## src/hw/rtl/epws_pkg.sv

```systemverilog
`timescale 1ns / 1ps

package epws_pkg;

    // Geometry of the memory and of one transfer
    localparam int ADDR_W     = 17;
    localparam int LEN_W      = 14;
    localparam int PAGE_SIZE  = 256;
    localparam int MAX_LENGTH = 8192;
    localparam int PAGE_W     = $clog2(PAGE_SIZE);
    localparam int ROOM_W     = PAGE_W + 1;
    localparam int BANK_BIT   = 16;

    localparam logic [7:0] DEV_RESET = 8'hA0;

    localparam logic OP_WRITE = 1'b0;
    localparam logic OP_READ  = 1'b1;

    // Request word
    typedef struct packed {
        logic              operation;
        logic [ADDR_W-1:0] start_address;
        logic [LEN_W-1:0]  byte_count;
    } t_req;

    // Chunk word
    typedef struct packed {
        logic [7:0]        device_byte;
        logic [7:0]        address_high;
        logic [7:0]        address_low;
        logic [ADDR_W-1:0] chunk_address;
        logic [LEN_W-1:0]  chunk_length;
        logic              is_read;
        logic              last_chunk;
    } t_chunk;

    // Result of one pass through the chunk unit
    typedef struct packed {
        logic [LEN_W-1:0]  len;
        logic [LEN_W-1:0]  rem_next;
        logic [ADDR_W-1:0] cursor_next;
        logic              last;
    } t_step;

endpackage

```

## src/hw/rtl/epws_chunk_unit.sv

```systemverilog
`timescale 1ns / 1ps

module epws_chunk_unit (
    input  logic [epws_pkg::ADDR_W-1:0] i_cursor,
    input  logic [epws_pkg::LEN_W-1:0]  i_rem,
    input  logic                        i_single,
    output epws_pkg::t_step             o_step
);
    import epws_pkg::*;

    logic [ROOM_W-1:0] room;
    logic [LEN_W-1:0]  room_ext;
    logic [LEN_W-1:0]  len;

    // Bytes left up to the next page boundary
    assign room     = ROOM_W'(PAGE_SIZE) - ROOM_W'(i_cursor[PAGE_W-1:0]);
    assign room_ext = LEN_W'(room);

    // One compare and subtract picks the chunk and moves the cursor
    assign len = (i_single || (i_rem < room_ext)) ? i_rem : room_ext;

    always_comb begin
        o_step.len         = len;
        o_step.rem_next    = i_rem - len;
        o_step.cursor_next = i_cursor + ADDR_W'(len);
        o_step.last        = i_single || (i_rem == len);
    end

endmodule

```

## src/hw/rtl/eeprom_page_write_splitter.sv

```systemverilog
`timescale 1ns / 1ps

// Splits one EEPROM transfer request into bus chunks. A write request is cut
// at page boundaries (partial head page, whole pages, tail); a read or a
// zero-length request gives a single chunk. After a request word is taken,
// the block emits one chunk per cycle while the output is not stalled, from
// a single shared chunk unit (page room, min, subtract, address add). A
// request gives at most 33 chunks with a 256-byte page and an 8192-byte cap.
// o_ready is high only between requests. Counts above the cap are clamped
// and addresses wrap at 17 bits. The device byte register (reset 0xA0) is
// written through the cfg channel and should only change between requests.
module eeprom_page_write_splitter (
    input  logic             i_clk,
    input  logic             i_rst_n,
    input  logic             i_cfg_valid,
    output logic             o_cfg_ready,
    input  logic [7:0]       i_cfg_data,
    input  logic             i_valid,
    output logic             o_ready,
    input  epws_pkg::t_req   i_req,
    output logic             o_valid,
    input  logic             i_ready,
    output epws_pkg::t_chunk o_chunk
);
    import epws_pkg::*;

    typedef enum logic [1:0] {
        S_IDLE = 2'b01,
        S_RUN  = 2'b10
    } t_state;

    t_state            r_state, n_state;
    logic [7:0]        r_dev;
    logic [ADDR_W-1:0] r_cursor, n_cursor;
    logic [LEN_W-1:0]  r_rem, n_rem;
    logic              r_read, n_read;
    logic              r_single, n_single;
    logic              r_out_valid, n_out_valid;
    t_chunk            r_out, n_out;

    t_step             step;
    logic [LEN_W-1:0]  count;
    logic              out_free;
    logic              take_req;

    epws_chunk_unit u_chunk (
        .i_cursor (r_cursor),
        .i_rem    (r_rem),
        .i_single (r_single),
        .o_step   (step)
    );

    // Handshakes
    assign o_cfg_ready = 1'b1;
    assign o_ready     = (r_state == S_IDLE);
    assign take_req    = i_valid && o_ready;
    assign out_free    = !r_out_valid || i_ready;
    assign o_valid     = r_out_valid;
    assign o_chunk     = r_out;

    // Clamp the count
    assign count = (i_req.byte_count > LEN_W'(MAX_LENGTH)) ? LEN_W'(MAX_LENGTH)
                                                          : i_req.byte_count;

    // Sequencer and output register
    always_comb begin
        n_state     = r_state;
        n_cursor    = r_cursor;
        n_rem       = r_rem;
        n_read      = r_read;
        n_single    = r_single;
        n_out       = r_out;
        n_out_valid = r_out_valid && !i_ready;
        case (r_state)
            S_IDLE: begin
                if (take_req) begin
                    n_cursor = i_req.start_address;
                    n_rem    = count;
                    n_read   = (i_req.operation == OP_READ);
                    n_single = (i_req.operation == OP_READ) || (count == '0);
                    n_state  = S_RUN;
                end
            end
            S_RUN: begin
                if (out_free) begin
                    n_out.device_byte   = {r_dev[7:2], r_cursor[BANK_BIT], r_dev[0]};
                    n_out.address_high  = r_cursor[15:8];
                    n_out.address_low   = r_cursor[7:0];
                    n_out.chunk_address = r_cursor;
                    n_out.chunk_length  = step.len;
                    n_out.is_read       = r_read;
                    n_out.last_chunk    = step.last;
                    n_out_valid         = 1'b1;
                    n_cursor            = step.cursor_next;
                    n_rem               = step.rem_next;
                    if (step.last) begin
                        n_state = S_IDLE;
                    end
                end
            end
            default: begin
                n_state = S_IDLE;
            end
        endcase
    end

    // Control registers
    always_ff @(posedge i_clk) begin
        if (!i_rst_n) begin
            r_state     <= S_IDLE;
            r_out_valid <= 1'b0;
            r_dev       <= DEV_RESET;
            r_cursor    <= '0;
            r_rem       <= '0;
            r_read      <= 1'b0;
            r_single    <= 1'b0;
        end else begin
            r_state     <= n_state;
            r_out_valid <= n_out_valid;
            r_cursor    <= n_cursor;
            r_rem       <= n_rem;
            r_read      <= n_read;
            r_single    <= n_single;
            if (i_cfg_valid && o_cfg_ready) begin
                r_dev <= i_cfg_data;
            end
        end
    end

    // Payload register
    always_ff @(posedge i_clk) begin
        r_out <= n_out;
    end

`ifndef SYNTHESIS
    a_req_starts_run: assert property (@(posedge i_clk) disable iff (!i_rst_n)
        take_req |=> (r_state == S_RUN))
        else $error("request taken but sequencer not running");

    a_split_rem_nonzero: assert property (@(posedge i_clk) disable iff (!i_rst_n)
        (r_state == S_RUN && !r_single) |-> (r_rem != '0))
        else $error("paged split running with nothing left");

    a_write_len_page: assert property (@(posedge i_clk) disable iff (!i_rst_n)
        (r_out_valid && !r_out.is_read) |-> (r_out.chunk_length <= LEN_W'(PAGE_SIZE)))
        else $error("write chunk longer than a page");

    a_write_ends_page: assert property (@(posedge i_clk) disable iff (!i_rst_n)
        (r_out_valid && !r_out.is_read && !r_out.last_chunk) |->
        ((LEN_W'(r_out.chunk_address[PAGE_W-1:0]) + r_out.chunk_length)
            == LEN_W'(PAGE_SIZE)))
        else $error("non-final write chunk does not end on a page boundary");
`endif

endmodule

```

## config.mk

```make
export PLATFORM = sky130hd
export DESIGN_NAME = eeprom_page_write_splitter
export DESIGN_NICKNAME = d
export VERILOG_FILES = /design/src/hw/rtl/epws_pkg.sv /design/src/hw/rtl/epws_chunk_unit.sv /design/src/hw/rtl/eeprom_page_write_splitter.sv
export SDC_FILE = /design/constraint.sdc
export NUM_CORES = 1
export LEC_CHECK = 0
export BUFFER_PORTS_ARGS = -buffer_cell sky130_fd_sc_hd__buf_2
export CAP_MARGIN = 20
export CORE_AREA = 2 2 114 143
export DETAILED_ROUTE_END_ITERATION = 8
export DIE_AREA = 0 0 116 145
export GPL_ROUTABILITY_DRIVEN = 0
export GPL_TIMING_DRIVEN = 1
export PLACE_DENSITY = 0.54
export SYNTH_ARGS = -nofsm -noshare
export SYNTH_HDL_FRONTEND = slang
export SYNTH_HIERARCHICAL = 1
export SYNTH_SLANG_ARGS = --single-unit
```

## constraint.sdc

```tcl
create_clock -name i_clk -period 13.5 [get_ports i_clk]
set_input_delay 0.675 -clock i_clk [delete_from_list [all_inputs] [get_ports i_clk]]
set_output_delay 0.675 -clock i_clk [all_outputs]
set_load 0.05 [all_outputs]
```

# Yosys cells after proc, flatten, opt, wreduce, memory -nomap -nowiden
# Cells that the tools add are included.
# Widths: inputs -> output; s select.
# totals
ff_bits,101
inputBits,45
output_inout_bits,60
wordCells,53
# classes
add_sub_neg,3
magnitude_cmp,2
n_eq_ne,6
n_mux,14
reduce_logical,14
# op_table
op,count
$mux 14,4
$mux 17,2
$pmux 17 s2,1
$pmux 14 s2,1
$add 17x14->17,1
$eq 14x14->1,1
$gt 14x14->1 const B,1
$logic_not 14->1,1
$lt 14x9->1,1
$sub 14x14->14,1
$sub 9x8->9 const A,1
$mux 2,3
$reduce_and 3->1,2
$logic_or 1x1->1,4
$ne 2x2->1 const B,2
$pmux 2 s2,1
$reduce_and 2->1,2
$eq 2x1->1 const B,1
$eq 2x2->1 const B,1
$logic_and 1x1->1,2
$logic_not 1->1,2
$mux 1,2
$ne 2x1->1 const B,1
$reduce_bool 2->1,1

# Depth between registers and ports, before layout
# depth
depth_word,9
depth_mapped,23
depth_no_buf,22

# Modules after synthesis
# The synthesis kept the hierarchy.
# by_module_without_submodules
mod,n_inst,cells_each,area_each_um2,seq_area_each_um2
eeprom_page_write_splitter,1,282,3298.2,2062.0
epws_chunk_unit,1,280,2024.4,0.0

# Worst setup path after synthesis
# No wires, ideal clock.
# synth_timing
path_kind,register -> register
start,register r_cursor[2]
end,register r_cursor[13]
setup_ns,0.116
arrival_ns,4.233
path_slack_ns,9.151
stages_incl_launch_ff,20
path_buffers,2
period_less_slack_ns,4.349
cell_sequence,dfxtp_1 > nor4_1 > nand2_1 > xor2_1 > inv_1 > ha_1 > nand2_1 > o211a_1 > a221oi_2 > buf_6 > mux2_4 > ha_1 > clkbuf_1 > and3_1 > nor4bb_1 > nor2_1 > a311o_1 > nand2_1 > nand3_1 > o211a_1
# synth_rtl
item,line,rtl
start: declaration,eeprom_page_write_splitter.sv:34,"logic [ADDR_W-1:0] r_cursor, n_cursor;"
start signal: assignment,eeprom_page_write_splitter.sv:120,r_cursor <= n_cursor;

==> metrics.cfg <==
[clock_network]
cts_buffer_depth=2
cts_resized=0
cts_tree=yes
path_clk_slew_ns=0.07
cts_buffers=9
insertion_delay_ns=0.34
cts_setup_buffers=0
ctsHoldBuffers=0
htree_levels=3
root_buffer=clkbuf_16
numClockSinks=83

[min_path]
hold_class=reg -> reg

[placement]
io_buffers=102
post_dp_cell_area_um2=5810
place_ws_ns=8.33
dpl.hpwl_mm=9.32

[detailed_routing]
wire_per_inst_um=15.1
vias=4403
dr.first_iter.drc_count=185
avgViaCountPerCell=5.19
routed_wl_mm=12.8
drtAntennaViolNets=0
dr.pass1.iters=5
post-route-drc-count=0

[global_route]
grt_pass1_wl_mm=20.8
grt.total_usage=0.154
gr-total-overflow=0
grt_max_degree=63
antenna_found_initial=0
grt_pass1_vias=4241

[setup_path]
path_max_fanout=22
cp_slowest_cell=a211oi_1
critPathRequiredTime_ns=13.73
crit_top_cell=nand2_1
crit_chain=nor4_1 -> nand2_1 -> xor2_1 -> inv_1 -> ha_1 -> nand2_1 -> nor2_1 -> o211ai_1 -> a221oi_4 -> buf_4 -> mux2i_1 -> ha_1 -> inv_1 -> fa_1 -> nor2b_1 -> o31ai_1 -> a211oi_1 -> o21ai_0 -> and3_1 -> nand2_1 -> nand3_1 -> o211a_1
crit_path_end_kind=register
critPathArrivalTime_ns=5.49
critPathMaxStageDelay_ns=0.49
cp-start-kind=register
critPathKind=reg -> reg

[final_layout]
n_antenna_cell=0
fin_nets=710
fin_util=0.396
final_common_cell=buf_2
final_layout_size_suffix_gt1_frac=0.212
layout_common_cells=102 x buf_2, 72 x nand2_1, 43 x dfxtp_1
fin_area_um2=6120
fillers=1579
area_growth_pct=15.0

[floorplanning]
start_util=0.345
die_width_um=116
core_um2=15400
die_h_um=145
row_count=51
num_io_pins=105
die_area_um2=16800

[sta]
fin_crit_sh=0.389
worst_pin_slew_ns=1.01
rsz0062_at_grt=false
finalHoldViolCount=0
holdWs_ns=0.431
setup_slack_ns=8.25
drv_slew=0
finalSetupTns_ns=0
clock.fmax_mhz=190
period_minus_slack_ns=5.25
clock_skew_ns=0.00971
slew_headroom=0.325
setup_viol=0

[yosys]
synth_cell_type_count=60
avgSynthCellArea_um2=9.47
synth_ff_type=dfxtp_1
ys_warn_count=6
syn_nets=641
synth_edf_count=40
synth_seq_cells=83
syn_area_um2=5320
syn_inst=562
ys_seq_area_frac=0.387
async_reset_ff_frac=0

[pwr]
p_leak_nw=2.86
sw_frac_of_total=0.353
ir_worst_vdd_v=0.0000571
clockPowerShare=0.292
power_frac_comb=0.367
power_switching_w=0.000310
powerDensity_nw_per_um2=143
intPower_w=0.000567
power_frac_seq=0.341

[run]
drv_cap=0

[status]
outcome=completed

==> stage by stage <==
step           instances  power (W)
2_1_floorplan        562   0.000562
3_3_place_gp         832   0.000616
3_5_place_dp         832   0.000623
4_1_cts              848   0.000884
5_1_grt              848   0.000931
6_report             848   0.000877
==> synthesized netlist by cell type (8+ instances only) <==
master	instances	area, um2
clkbuf_1	15	56.3
inv_1	25	93.8
nor2_1	24	90.1
o211a_1	26	260
nor2b_1	15	93.8
xnor2_1	14	123
o21ai_0	20	100
edfxtp_1	40	1200
nand2_1	72	270
mux2i_1	19	190
xor2_1	8	70.1
dfxtp_1	43	861
nand3_1	35	175
nor3_1	8	40.0
buf_4	19	143
a21oi_1	30	150
ha_1	32	400
buf_6	10	113
==> sequential cells by signal (all words and copies together) (netlist names) <==
register  flops
o_chunk      40
r_cursor     17
r_rem        14
r_dev         7
r_state       2
o_valid       1
r_read        1
r_single      1
==> worst max-delay path: cells and delay by family, from the launching register on <==
family                     cells  cell delay [ns]
DFF                            1             0.39
xor gates and xnor gates       1             0.28
and+or+nand+nor                8             1.22
buffers and inverters          3             0.52
adders and majority gates      3             0.95
muxes                          1             0.36
AOI/OAI and AO/OA              6             1.41
==> cells by family (layout without fill, tap and decap cells) <==
kind of cell | after synthesis | in the layout | share of synthesized area
AO/OA/AOI/OAI | 135 | 135 | 0.186
flip-flops | 83 | 83 | 0.387
XOR/XNOR | 22 | 22 | 0.0362
adder cells (fa/ha/maj) | 34 | 34 | 0.0827
other | 1 | 1 | 0.000705
buffers and inverters | 72 | 146 | 0.0790
multiplexers | 26 | 26 | 0.0541
AND/OR/NAND/NOR | 189 | 189 | 0.174
==> power by group through the flow <==
stage	logic, W	registers [W]	clock network [W]
floorplan	0.000256	0.000306	0
global placement	0.000312	0.000304	0
detailed placement	0.000317	0.000305	0
CTS	0.000320	0.000300	0.000265
global route	0.000353	0.000302	0.000275
finish	0.000322	0.000300	0.000256
==> per-layer routing <==
metal / wire length [um] / share of wire / global-route usage / vias up
met5: 0 / 0 / 0 / -
met4: 237 / 0.018 / 0.0494 / 0
met3: 605 / 0.047 / 0.0284 / 18
met2: 6270 / 0.49 / 0.258 / 137
met1: 5730 / 0.45 / 0.199 / 2078
li1: - / - / - / 2170
==> layout make-up <==
cell class	instances	area (um2)	share of cell area
Clock inverter	7	82.6	0.0135
Timing Repair Buffer	105	533	0.0871
Tap cell	212	265	0.0433
Inverter	25	93.8	0.0153
Clock buffer	9	225	0.0368
Multi-Input combinational cell	407	2860	0.467
Sequential cell	83	2060	0.337
==> path summary, 6_finish.rpt <==
kind | from | end | slack, ns | cells past startpoint
setup / recovery | r_cursor[2]$_SDFFE_PN0P_ | r_cursor[14]$_SDFFE_PN0P_ | 8.25 | 22
hold / removal | r_dev[6]$_SDFFE_PN0P_ | o_chunk[55]$_DFFE_PP_ | 0.43 | 0
setup reg to reg | r_cursor[2]$_SDFFE_PN0P_ | r_cursor[14]$_SDFFE_PN0P_ | 8.25 | 22
hold reg to reg | r_dev[6]$_SDFFE_PN0P_ | o_chunk[55]$_DFFE_PP_ | 0.43 | 0
No activity file was read; power rests on OpenSTA's default activity.
